$ cat src/wtdf_pkg.sv
// ----------------------------------------------------------------------------
// wtdf_pkg
// shared types and constants for the window time-domain feature block
// ----------------------------------------------------------------------------
package wtdf_pkg;

	localparam int SAMPLE_W = 16;
	localparam int LEN_W    = 11;
	localparam int THR_W    = 35;
	localparam int SQ_W     = 41;
	localparam int WL_W     = 26;
	localparam int ABS_W    = 26;
	localparam int WD_W     = 27;
	localparam int SSC_W    = 10;
	localparam int OUT_W    = 16;
	localparam int LEN_MIN  = 4;
	localparam int LEN_MAX  = 1024;
	localparam int QDEPTH   = 4;
	localparam int QPTR_W   = 2;

	localparam logic REG_WINDOW_LENGTH   = 1'b0;
	localparam logic REG_SLOPE_THRESHOLD = 1'b1;

	// one closed window handed from front to back
	typedef struct packed {
		logic [SQ_W-1:0]  sq_sum;
		logic [WL_W-1:0]  diff_sum;
		logic [ABS_W-1:0] abs_sum;
		logic [WD_W-1:0]  wd_sum;
		logic [SSC_W-1:0] slope_cnt;
		logic [LEN_W-1:0] len;
	} window_t;

	// finished result
	typedef struct packed {
		logic [SQ_W-1:0]  square_integral;
		logic [OUT_W-1:0] root_mean_square;
		logic [WL_W-1:0]  waveform_length;
		logic [OUT_W-1:0] mean_absolute;
		logic [OUT_W-1:0] weighted_mean_absolute;
		logic [SSC_W-1:0] slope_changes;
	} result_t;

	typedef enum logic [2:0] {
		ST_IDLE, ST_DIV_SQ, ST_DIV_ABS, ST_DIV_WD, ST_SQRT, ST_DONE
	} back_state_t;

endpackage

$ cat src/window_time_domain_features.sv
// path: a window's result passes the queue, three divisions and a square root, then
// loads into the result register once the previous result has been popped
// throughput: one sample per cycle while the queue has room; the back end handles
// one window at a time, so short windows fill the queue and full stalls input
// reset: asynchronous, clears sums, queue and result valid flag; window_length = 256
// ----------------------------------------------------------------------------
// window_time_domain_features
// windowed time-domain features: energy, rms, waveform length, mav, wmav, ssc
// ----------------------------------------------------------------------------
module window_time_domain_features (
	input  logic                        clk,
	input  logic                        arst_n,
	// sample stream
	input  logic                        push,
	output logic                        full,
	input  logic signed [wtdf_pkg::SAMPLE_W-1:0] sample,
	// result stream
	output logic                        empty,
	input  logic                        pop,
	output logic [wtdf_pkg::SQ_W-1:0]   square_integral,
	output logic [wtdf_pkg::OUT_W-1:0]  root_mean_square,
	output logic [wtdf_pkg::WL_W-1:0]   waveform_length,
	output logic [wtdf_pkg::OUT_W-1:0]  mean_absolute,
	output logic [wtdf_pkg::OUT_W-1:0]  weighted_mean_absolute,
	output logic [wtdf_pkg::SSC_W-1:0]  slope_changes,
	// configuration writes
	input  logic                        cfg_valid,
	output logic                        cfg_ready,
	input  logic                        cfg_index,
	input  logic [wtdf_pkg::THR_W-1:0]  cfg_data
);
	import wtdf_pkg::*;

	logic [LEN_W-1:0] len_q;
	logic [THR_W-1:0] thr_q;
	logic             take;
	logic             win_valid, win_take, q_nonempty, q_afull, res_valid;
	window_t          win, q_rdata;
	result_t          res;

	// config registers, always writable
	assign cfg_ready = 1'b1;

	always_ff @(posedge clk or negedge arst_n) begin
		if (!arst_n) begin
			len_q <= LEN_W'(256);
			thr_q <= '0;
		end else if (cfg_valid) begin
			case (cfg_index)
				REG_WINDOW_LENGTH:   len_q <= cfg_data[LEN_W-1:0];
				REG_SLOPE_THRESHOLD: thr_q <= cfg_data;
				default: ;
			endcase
		end
	end

	// front accepts while the window queue has room
	assign full = q_afull;
	assign take = push && !full;

	logic [LEN_W-1:0] len_eff;
	// clamp to the legal range for accumulation compares
	always_comb begin
		len_eff = len_q;
		if (len_q < LEN_W'(LEN_MIN)) len_eff = LEN_W'(LEN_MIN);
		if (len_q > LEN_W'(LEN_MAX)) len_eff = LEN_W'(LEN_MAX);
	end

	wtdf_front u_front (
		.clk, .arst_n, .take, .sample, .len(len_eff), .thr(thr_q),
		.win_valid, .win
	);

	wtdf_queue u_queue (
		.clk, .arst_n, .wr(win_valid), .wdata(win), .rd(win_take), .rdata(q_rdata),
		.nonempty(q_nonempty), .almost_full(q_afull)
	);

	wtdf_back u_back (
		.clk, .arst_n, .win_avail(q_nonempty), .win(q_rdata), .win_take,
		.res_valid, .res, .res_take(pop && res_valid)
	);

	assign empty                  = !res_valid;
	assign square_integral        = res.square_integral;
	assign root_mean_square       = res.root_mean_square;
	assign waveform_length        = res.waveform_length;
	assign mean_absolute          = res.mean_absolute;
	assign weighted_mean_absolute = res.weighted_mean_absolute;
	assign slope_changes          = res.slope_changes;

	a_len_legal: assert property (@(posedge clk) disable iff (!arst_n)
		len_eff >= LEN_W'(LEN_MIN) && len_eff <= LEN_W'(LEN_MAX)) else $error("bad length");
	a_pop_valid: assert property (@(posedge clk) disable iff (!arst_n)
		pop && !empty |=> $past(res_valid)) else $error("pop without result");
	a_full_take: assert property (@(posedge clk) disable iff (!arst_n)
		full |-> !take) else $error("sample taken while full");

endmodule

$ cat src/wtdf_front.sv
// ----------------------------------------------------------------------------
// wtdf_front
// accumulates samples into window sums, emits one closed window per window
// ----------------------------------------------------------------------------
module wtdf_front (
	input  logic                        clk,
	input  logic                        arst_n,
	input  logic                        take,
	input  logic signed [wtdf_pkg::SAMPLE_W-1:0] sample,
	input  logic [wtdf_pkg::LEN_W-1:0]  len,
	input  logic [wtdf_pkg::THR_W-1:0]  thr,
	output logic                        win_valid,
	output wtdf_pkg::window_t           win
);
	import wtdf_pkg::*;

	logic [LEN_W-1:0] idx_q;
	logic signed [SAMPLE_W-1:0] prev_q, prev2_q;
	logic [SQ_W-1:0]  sq_q;
	logic [WL_W-1:0]  diff_q;
	logic [ABS_W-1:0] abs_q;
	logic [WD_W-1:0]  wd_q;
	logic [SSC_W-1:0] ssc_q;

	logic [SAMPLE_W:0]    ax, adiff;
	logic signed [SAMPLE_W:0] d1, d2, dx;
	logic signed [2*SAMPLE_W+1:0] prod;
	logic [2*SAMPLE_W+1:0] sqv;
	logic [LEN_W+1:0] i4, l3;
	logic mid, last, hit;

	always_comb begin
		ax    = sample[SAMPLE_W-1] ? (SAMPLE_W+1)'(-$signed({sample[SAMPLE_W-1], sample}))
		                           : {1'b0, sample};
		sqv   = (2*SAMPLE_W+2)'(ax) * (2*SAMPLE_W+2)'(ax);
		dx    = $signed({sample[SAMPLE_W-1], sample}) - $signed({prev_q[SAMPLE_W-1], prev_q});
		adiff = dx[SAMPLE_W] ? (SAMPLE_W+1)'(-dx) : (SAMPLE_W+1)'(dx);
		d1    = $signed({prev_q[SAMPLE_W-1], prev_q}) - $signed({prev2_q[SAMPLE_W-1], prev2_q});
		d2    = -dx;
		prod  = (2*SAMPLE_W+2)'(d1) * (2*SAMPLE_W+2)'(d2);
		hit   = !prod[2*SAMPLE_W+1] && ({1'b0, prod} >= (2*SAMPLE_W+3)'(thr))
		        && (THR_W <= 2*SAMPLE_W+2 || thr[THR_W-1:2*SAMPLE_W+2] == '0);
		i4    = {idx_q, 2'b00};
		l3    = (LEN_W+2)'(len) + (LEN_W+2)'({len, 1'b0});
		mid   = (i4 >= (LEN_W+2)'(len)) && (i4 <= l3);
		last  = (idx_q + 1'b1) >= len;
	end

	always_ff @(posedge clk or negedge arst_n) begin
		if (!arst_n) begin
			idx_q <= '0; prev_q <= '0; prev2_q <= '0;
			sq_q <= '0; diff_q <= '0; abs_q <= '0; wd_q <= '0; ssc_q <= '0;
			win_valid <= 1'b0;
		end else begin
			win_valid <= 1'b0;
			if (take) begin
				if (last) begin
					win_valid     <= 1'b1;
					win.sq_sum    <= sq_q + SQ_W'(sqv);
					win.abs_sum   <= abs_q + ABS_W'(ax);
					win.wd_sum    <= wd_q + (mid ? WD_W'({ax, 1'b0}) : WD_W'(ax));
					win.diff_sum  <= (idx_q != '0) ? diff_q + WL_W'(adiff) : diff_q;
					win.slope_cnt <= (idx_q >= LEN_W'(2) && hit) ? ssc_q + 1'b1 : ssc_q;
					win.len       <= len;
					idx_q <= '0; prev_q <= '0; prev2_q <= '0;
					sq_q <= '0; diff_q <= '0; abs_q <= '0; wd_q <= '0; ssc_q <= '0;
				end else begin
					idx_q   <= idx_q + 1'b1;
					prev2_q <= prev_q;
					prev_q  <= sample;
					sq_q    <= sq_q + SQ_W'(sqv);
					abs_q   <= abs_q + ABS_W'(ax);
					wd_q    <= wd_q + (mid ? WD_W'({ax, 1'b0}) : WD_W'(ax));
					if (idx_q != '0)
						diff_q <= diff_q + WL_W'(adiff);
					if (idx_q >= LEN_W'(2) && hit)
						ssc_q <= ssc_q + 1'b1;
				end
			end
		end
	end

	property p_idx_below_len;
		@(posedge clk) disable iff (!arst_n) (idx_q <= LEN_W'(LEN_MAX));
	endproperty
	a_idx_below_len: assert property (p_idx_below_len) else $error("window index overrun");

	a_win_pulse: assert property (@(posedge clk) disable iff (!arst_n)
		win_valid |=> !win_valid || $past(take)) else $error("window pulse without sample");

	a_clear_after_win: assert property (@(posedge clk) disable iff (!arst_n)
		win_valid |-> idx_q == '0) else $error("sums not cleared at window end");

endmodule

$ cat src/wtdf_queue.sv
// ----------------------------------------------------------------------------
// wtdf_queue
// short queue of closed windows between front and back
// ----------------------------------------------------------------------------
module wtdf_queue (
	input  logic              clk,
	input  logic              arst_n,
	input  logic              wr,
	input  wtdf_pkg::window_t wdata,
	input  logic              rd,
	output wtdf_pkg::window_t rdata,
	output logic              nonempty,
	output logic              almost_full
);
	import wtdf_pkg::*;

	window_t mem_q [QDEPTH];
	logic [QPTR_W-1:0] wp_q, rp_q;
	logic [QPTR_W:0]   cnt_q;

	assign rdata       = mem_q[rp_q];
	assign nonempty    = cnt_q != '0;
	// a window may already be in flight in the front register
	assign almost_full = cnt_q >= (QPTR_W+1)'(QDEPTH - 1);

	always_ff @(posedge clk) begin
		if (wr)
			mem_q[wp_q] <= wdata;
	end

	always_ff @(posedge clk or negedge arst_n) begin
		if (!arst_n) begin
			wp_q <= '0; rp_q <= '0; cnt_q <= '0;
		end else begin
			if (wr) wp_q <= wp_q + 1'b1;
			if (rd) rp_q <= rp_q + 1'b1;
			cnt_q <= cnt_q + (QPTR_W+1)'(wr) - (QPTR_W+1)'(rd);
		end
	end

	a_no_overflow: assert property (@(posedge clk) disable iff (!arst_n)
		wr |-> cnt_q < (QPTR_W+1)'(QDEPTH) || rd) else $error("window queue overflow");
	a_no_underflow: assert property (@(posedge clk) disable iff (!arst_n)
		rd |-> nonempty) else $error("window queue underflow");
	a_cnt_range: assert property (@(posedge clk) disable iff (!arst_n)
		cnt_q <= (QPTR_W+1)'(QDEPTH)) else $error("window queue count out of range");

endmodule

$ cat src/wtdf_back.sv
// ----------------------------------------------------------------------------
// wtdf_back
// per-window divisions and square root, one result register
// ----------------------------------------------------------------------------
module wtdf_back (
	input  logic              clk,
	input  logic              arst_n,
	input  logic              win_avail,
	input  wtdf_pkg::window_t win,
	output logic              win_take,
	output logic              res_valid,
	output wtdf_pkg::result_t res,
	input  logic              res_take
);
	import wtdf_pkg::*;

	localparam int DIV_W  = SQ_W;
	localparam int DCNT_W = $clog2(DIV_W + 1);
	localparam int RAD_W  = 42;
	localparam int ROOT_W = RAD_W / 2;
	localparam int RCNT_W = $clog2(ROOT_W + 1);

	back_state_t st_q, st_d;
	window_t     w_q;
	logic [DIV_W-1:0]  quo_q;
	logic [LEN_W+1:0]  rem_q;
	logic [LEN_W+1:0]  dvs_q;
	logic [DCNT_W-1:0] dcnt_q;
	logic [RAD_W-1:0]  rad_q;
	logic [ROOT_W-1:0] root_q;
	logic [ROOT_W+1:0] racc_q;
	logic [RCNT_W-1:0] rcnt_q;
	logic [OUT_W-1:0]  mav_q, wmav_q;

	logic [LEN_W-1:0]  len_c;
	logic [LEN_W+2:0]  rem_sh;
	logic              div_end, root_end;
	logic [ROOT_W+1:0] racc_sh, rtrial;

	// clamp the window length the same way the top level clamps it before the front
	always_comb begin
		len_c = win.len;
		if (win.len < LEN_W'(LEN_MIN)) len_c = LEN_W'(LEN_MIN);
		if (win.len > LEN_W'(LEN_MAX)) len_c = LEN_W'(LEN_MAX);
	end

	always_comb begin
		rem_sh   = {rem_q, quo_q[DIV_W-1]};
		div_end  = dcnt_q == '0;
		racc_sh  = {racc_q[ROOT_W-1:0], rad_q[RAD_W-1 -: 2]};
		rtrial   = {root_q, 2'b01};
		root_end = rcnt_q == '0;
	end

	always_comb begin
		st_d = st_q;
		case (st_q)
			ST_IDLE:    if (win_avail) st_d = ST_DIV_SQ;
			ST_DIV_SQ:  if (div_end) st_d = ST_DIV_ABS;
			ST_DIV_ABS: if (div_end) st_d = ST_DIV_WD;
			ST_DIV_WD:  if (div_end) st_d = ST_SQRT;
			ST_SQRT:    if (root_end) st_d = ST_DONE;
			ST_DONE:    if (!res_valid || res_take) st_d = ST_IDLE;
			default:    st_d = ST_IDLE;
		endcase
	end

	always_comb begin
		win_take = 1'b0;
		case (st_q)
			ST_IDLE: win_take = win_avail;
			default: win_take = 1'b0;
		endcase
	end

	always_ff @(posedge clk or negedge arst_n) begin
		if (!arst_n) begin
			st_q <= ST_IDLE;
			res_valid <= 1'b0;
		end else begin
			st_q <= st_d;
			if (res_take) res_valid <= 1'b0;
			if (st_q == ST_DONE && (!res_valid || res_take)) res_valid <= 1'b1;
		end
	end

	// restoring divider, one quotient bit per cycle, shared by three divisions
	always_ff @(posedge clk) begin
		case (st_q)
			ST_IDLE: if (win_avail) begin
				w_q    <= win;
				quo_q  <= win.sq_sum;
				rem_q  <= '0;
				dvs_q  <= (LEN_W+2)'(len_c);
				dcnt_q <= DCNT_W'(DIV_W);
			end
			ST_DIV_SQ, ST_DIV_ABS, ST_DIV_WD: begin
				if (!div_end) begin
					dcnt_q <= dcnt_q - 1'b1;
					if (rem_sh >= {1'b0, dvs_q}) begin
						rem_q <= (LEN_W+2)'(rem_sh - {1'b0, dvs_q});
						quo_q <= {quo_q[DIV_W-2:0], 1'b1};
					end else begin
						rem_q <= rem_sh[LEN_W+1:0];
						quo_q <= {quo_q[DIV_W-2:0], 1'b0};
					end
				end else begin
					rem_q  <= '0;
					dcnt_q <= DCNT_W'(DIV_W);
					case (st_q)
						ST_DIV_SQ: begin
							rad_q  <= {1'b0, quo_q};
							quo_q  <= DIV_W'(w_q.abs_sum);
						end
						ST_DIV_ABS: begin
							mav_q  <= (quo_q > DIV_W'({OUT_W{1'b1}})) ? '1 : OUT_W'(quo_q);
							quo_q  <= DIV_W'(w_q.wd_sum);
							dvs_q  <= (LEN_W+2)'({w_q.len, 1'b0});
						end
						default: begin
							wmav_q <= (quo_q > DIV_W'({OUT_W{1'b1}})) ? '1 : OUT_W'(quo_q);
							root_q <= '0;
							racc_q <= '0;
							rcnt_q <= RCNT_W'(ROOT_W);
						end
					endcase
				end
			end
			ST_SQRT: if (!root_end) begin
				// digit-by-digit root, two radicand bits per cycle
				rcnt_q <= rcnt_q - 1'b1;
				rad_q  <= {rad_q[RAD_W-3:0], 2'b00};
				if (racc_sh >= rtrial) begin
					racc_q <= racc_sh - rtrial;
					root_q <= {root_q[ROOT_W-2:0], 1'b1};
				end else begin
					racc_q <= racc_sh;
					root_q <= {root_q[ROOT_W-2:0], 1'b0};
				end
			end
			ST_DONE: if (!res_valid || res_take) begin
				res.square_integral        <= w_q.sq_sum;
				res.root_mean_square       <= (root_q > ROOT_W'({OUT_W{1'b1}})) ? '1
				                              : OUT_W'(root_q);
				res.waveform_length        <= w_q.diff_sum;
				res.mean_absolute          <= mav_q;
				res.weighted_mean_absolute <= wmav_q;
				res.slope_changes          <= w_q.slope_cnt;
			end
			default: ;
		endcase
	end

	a_take_idle: assert property (@(posedge clk) disable iff (!arst_n)
		win_take |-> st_q == ST_IDLE) else $error("window taken while busy");
	a_hold_result: assert property (@(posedge clk) disable iff (!arst_n)
		res_valid && !res_take |=> res_valid) else $error("result dropped");
	a_div_len: assert property (@(posedge clk) disable iff (!arst_n)
		st_q == ST_DIV_SQ |-> dvs_q >= (LEN_W+2)'(LEN_MIN)) else $error("divisor below minimum");

endmodule
$ cat config.mk
export PLATFORM = sky130hd
export DESIGN_NAME = window_time_domain_features
export DESIGN_NICKNAME = d
export VERILOG_FILES = /design/src/wtdf_pkg.sv /design/src/window_time_domain_features.sv /design/src/wtdf_front.sv /design/src/wtdf_queue.sv /design/src/wtdf_back.sv
export SDC_FILE = /design/constraint.sdc
export NUM_CORES = 2
export LEC_CHECK = 0
export BUFFER_PORTS_ARGS = -buffer_cell sky130_fd_sc_hd__buf_2
export CELL_PAD_IN_SITES_DETAIL_PLACEMENT = 1
export CELL_PAD_IN_SITES_GLOBAL_PLACEMENT = 2
export CORE_MARGIN = 3
export CORE_UTILIZATION = 45
export CTS_CLUSTER_SIZE = 10
export DETAILED_ROUTE_END_ITERATION = 10
export GPL_TIMING_DRIVEN = 1
export MAX_ROUTING_LAYER = met4
export PLACE_DENSITY = 0.88
export SLEW_MARGIN = 20
export SYNTH_ARGS = -nofsm -noshare
export SYNTH_HDL_FRONTEND = slang
export SYNTH_SLANG_ARGS = --single-unit
export TNS_END_PERCENT = 30
$ cat constraint.sdc
create_clock -name clk -period 23.8 [get_ports clk]
set_clock_uncertainty 0.15 [all_clocks]
set_input_delay 3.57 -clock clk [delete_from_list [all_inputs] [get_ports clk]]
set_output_delay 3.57 -clock clk [all_outputs]
set_load 0.05 [all_outputs]
==> results.cfg <==
[floorplanning]
die_y_um = 426
chipWidth_um = 426
core_sq_um = 175000
io_pins = 185
num_rows = 153
die_area_sq_um = 182000
start_util_pct = 45.5

[detailed_routing]
drt-initial-drc-count = 3479
drc_errors = 0
postRouteWirelength_um = 210000
drt_first_pass_iters = 5
viasPerCell = 5.55
avgRoutedWirePerCell_um = 23.4
antenna_left = 0
vias = 49900

[synth]
synth_top_cell_by_area = edfxtp_1
ys_types = 96
synth.area.top_cells = edfxtp_1 44%, fa_1 13%, dfrtp_1 7.2%, ha_1 6.4%, mux4_2 4.0%
syn-cell-area_sq_um = 79500
synth_edf_count = 1164
ys_ff_latch = 1395
synth_top_cell_area_share_pct = 44.0
yosysWarnings = 0
ys_seq_area_share_pct = 51.2
async_reset_ff_share_pct = 16.6
ys.flop_type = edfxtp_1
synth_area_per_cell_sq_um = 12.7
syn_inst = 6280

[clocking]
clkSinkCount = 1395
postCtsResizedCells = 0
cts_buffer_depth = 3
htree_levels = 4
clkTransAtPathRegs_ns = 0.06
cts-root-buf = clkbuf_16
ctsHoldBuffers = 0
clk-insertion-delay-late_ns = 0.81
cts_setup_buffers = 0
cts_tree = yes
numCtsBuffers = 163

[hold_path]
holdPathEnd = u_back.res[62]$_DFFE_PP_
holdPathStages = 0
hp-class = reg2reg
hold_path_startpoint = u_back.w_q[94]$_DFFE_PP_

[sta]
timing.final.ws_setup_ns = 7.38
finalHoldViolCount = 0
relSlewSlack_pct = 25.4
rsz0062_at_grt = no
setup_viol = 0
fmax_mhz = 60.9
setup_tns_ns = 0
fin_crit_ns = 16.42
final_max_slew_viol_count = 0
tightest_slew_ns = 1.12
post-route-period-util_pct = 69.0

[worst_setup_path]
critPathSlowestCell = o21ai_0
max_stage_delay_ns = 0.75
rr_startpoint = u_front.prev_q[0]$_DFFE_PN0P_
critical_path.most_common_cell = fa_1
cp-start-kind = input pin
cp-end-kind = flop
cp_data_required_time_ns = 24.20
arrival_ns = 16.82
r2r_slack_ns = 10.49
crit_family = adder cells
worstPathMaxFanout = 16
rr_worst_depth = 37
r2r_end = u_front.win[12]$_DFFE_PP_
crit_type = in2reg
critical_path_buf_inv_count = 8

[placed_design]
gp_congestion = 0.859
placed_area_sq_um = 83500
port_buffers = 183
dp_hpwl_um = 148000
dpl_worst_slack_ns = 6.59

[cells_and_area]
finalInstanceArea_sq_um = 88500
drive_gt1_share_pct = 11.5
fin_util_pct = 50.6
final_common_cell = edfxtp_1
nets = 7533
area_growth_pct = 11.3
final_cell_mix = 1,164 x edfxtp_1, 814 x inv_1, 689 x nand2_1

[global_routing]
grt_max_degree = 146
antenna_found_initial = 20
gr-total-overflow = 0
grt_first_pass_wirelength_um = 329000
grt_pass1_vias = 54700
grt.total_usage_pct = 24.2

[status]
status = finished, final reports clean

[flow_run]
maxCapViolations = 0
-- kinds of logic after synthesis --
| logic type | synth area share, % |
|---|---|
| other | 0.00945 |
| XOR/XNOR | 3.18 |
| multiplexers | 5.32 |
| adder cells (fa/ha/maj) | 19.7 |
| AND/OR/NAND/NOR | 8.93 |
| flip-flops | 51.2 |
| AO/OA/AOI/OAI | 6.63 |
| buffers and inverters | 4.93 |
-- sequential cells by signal (all words and copies together), names as in the netlist, 16 cells and up --
name	cells
u_back.racc_q	21
thr_q	35
u_back.root_q	21
u_back.res	125
u_back.w_q	141
u_queue.mem_q	564
u_back.rad_q	42
u_front.prev_q	16
u_front.win	141
u_front.abs_q	26
u_back.quo_q	41
u_front.diff_q	26
u_back.wmav_q	16
u_front.sq_q	41
u_front.wd_q	27
u_front.prev2_q	16
u_back.mav_q	16
-- worst reg2reg max path, delay by kind of cell (launching register included) --
family	cells	cell delay, ns
buffers and inverters	5	0.54
and+or+nand+nor	12	3.55
DFF	1	0.40
muxes	1	0.39
adders and majority gates	11	5.01
AOI/OAI and AO/OA	8	3.02
-- synthesized netlist by cell type (30+ instances only) --
| cell type | instances |
|---|---|
| or3_1 | 40 |
| dfrtp_1 | 230 |
| mux2i_1 | 47 |
| xnor2_1 | 184 |
| ha_1 | 408 |
| nand4_1 | 30 |
| mux4_2 | 141 |
| o21ai_0 | 230 |
| buf_1 | 40 |
| nor2_1 | 341 |
| a22o_1 | 50 |
| nand3_1 | 125 |
| and3_1 | 32 |
| nand2_1 | 690 |
| xor2_1 | 92 |
| inv_1 | 814 |
| and2_1 | 69 |
| nor3_1 | 55 |
| o31ai_1 | 31 |
| mux2_2 | 52 |
| a21oi_1 | 236 |
| a21o_1 | 82 |
| nor2b_1 | 44 |
| edfxtp_1 | 1164 |
| nand2b_1 | 36 |
| clkbuf_1 | 162 |
| fa_1 | 529 |
-- cell type report --
class	instances	area [sq um]
fillers	17800	86300
flip-flops and latches	1395	40700
multi-input cells	3890	35200
clock buffers	237	4410
inverters	824	3090
well taps	2325	2910
repair buffers	265	1590
clock inverters	27	465
diodes	14	35.0
-- metal layers --
layer	vias up	wire length [um]	track usage [%]
met5	-	0	-
met4	0	5880	6.98
met3	333	10200	3.38
met2	1334	104000	39.3
met1	26000	89900	31.8
li1	22100	-	-
-- how the worst max path moves through the flow --
| stage | start | endpoint | slack [ns] | depth (start not counted) |
|---|---|---|---|---|
| finish | sample[0] | u_front.win[12]$_DFFE_PP_ | 7.38 | 40 |
| floorplan | u_back.st_q[0]$_DFFE_PN0P_ | u_queue.cnt_q[2]$_DFF_PN0_ | 6.72 | 8 |
| CTS | sample[0] | u_front.win[12]$_DFFE_PP_ | 7.44 | 40 |
| global route | sample[0] | u_front.ssc_q[0]$_DFFE_PN0P_ | 6.70 | 41 |
| detailed placement | sample[0] | u_front.win[12]$_DFFE_PP_ | 6.59 | 40 |
| global placement | sample[0] | u_front.win[12]$_DFFE_PP_ | 6.92 | 42 |
-- through the flow --
stage	hold WS (ns)	cells
floorplan	0.250	6319
global placement	0.251	8697
detailed placement	0.255	8699
CTS	0.267	8963
global route	0.271	8977
finish	0.264	8977
Power is left out: the tool's default activity adds up to more than one toggle a clock period on the data nets, which glitch-free logic cannot reach.
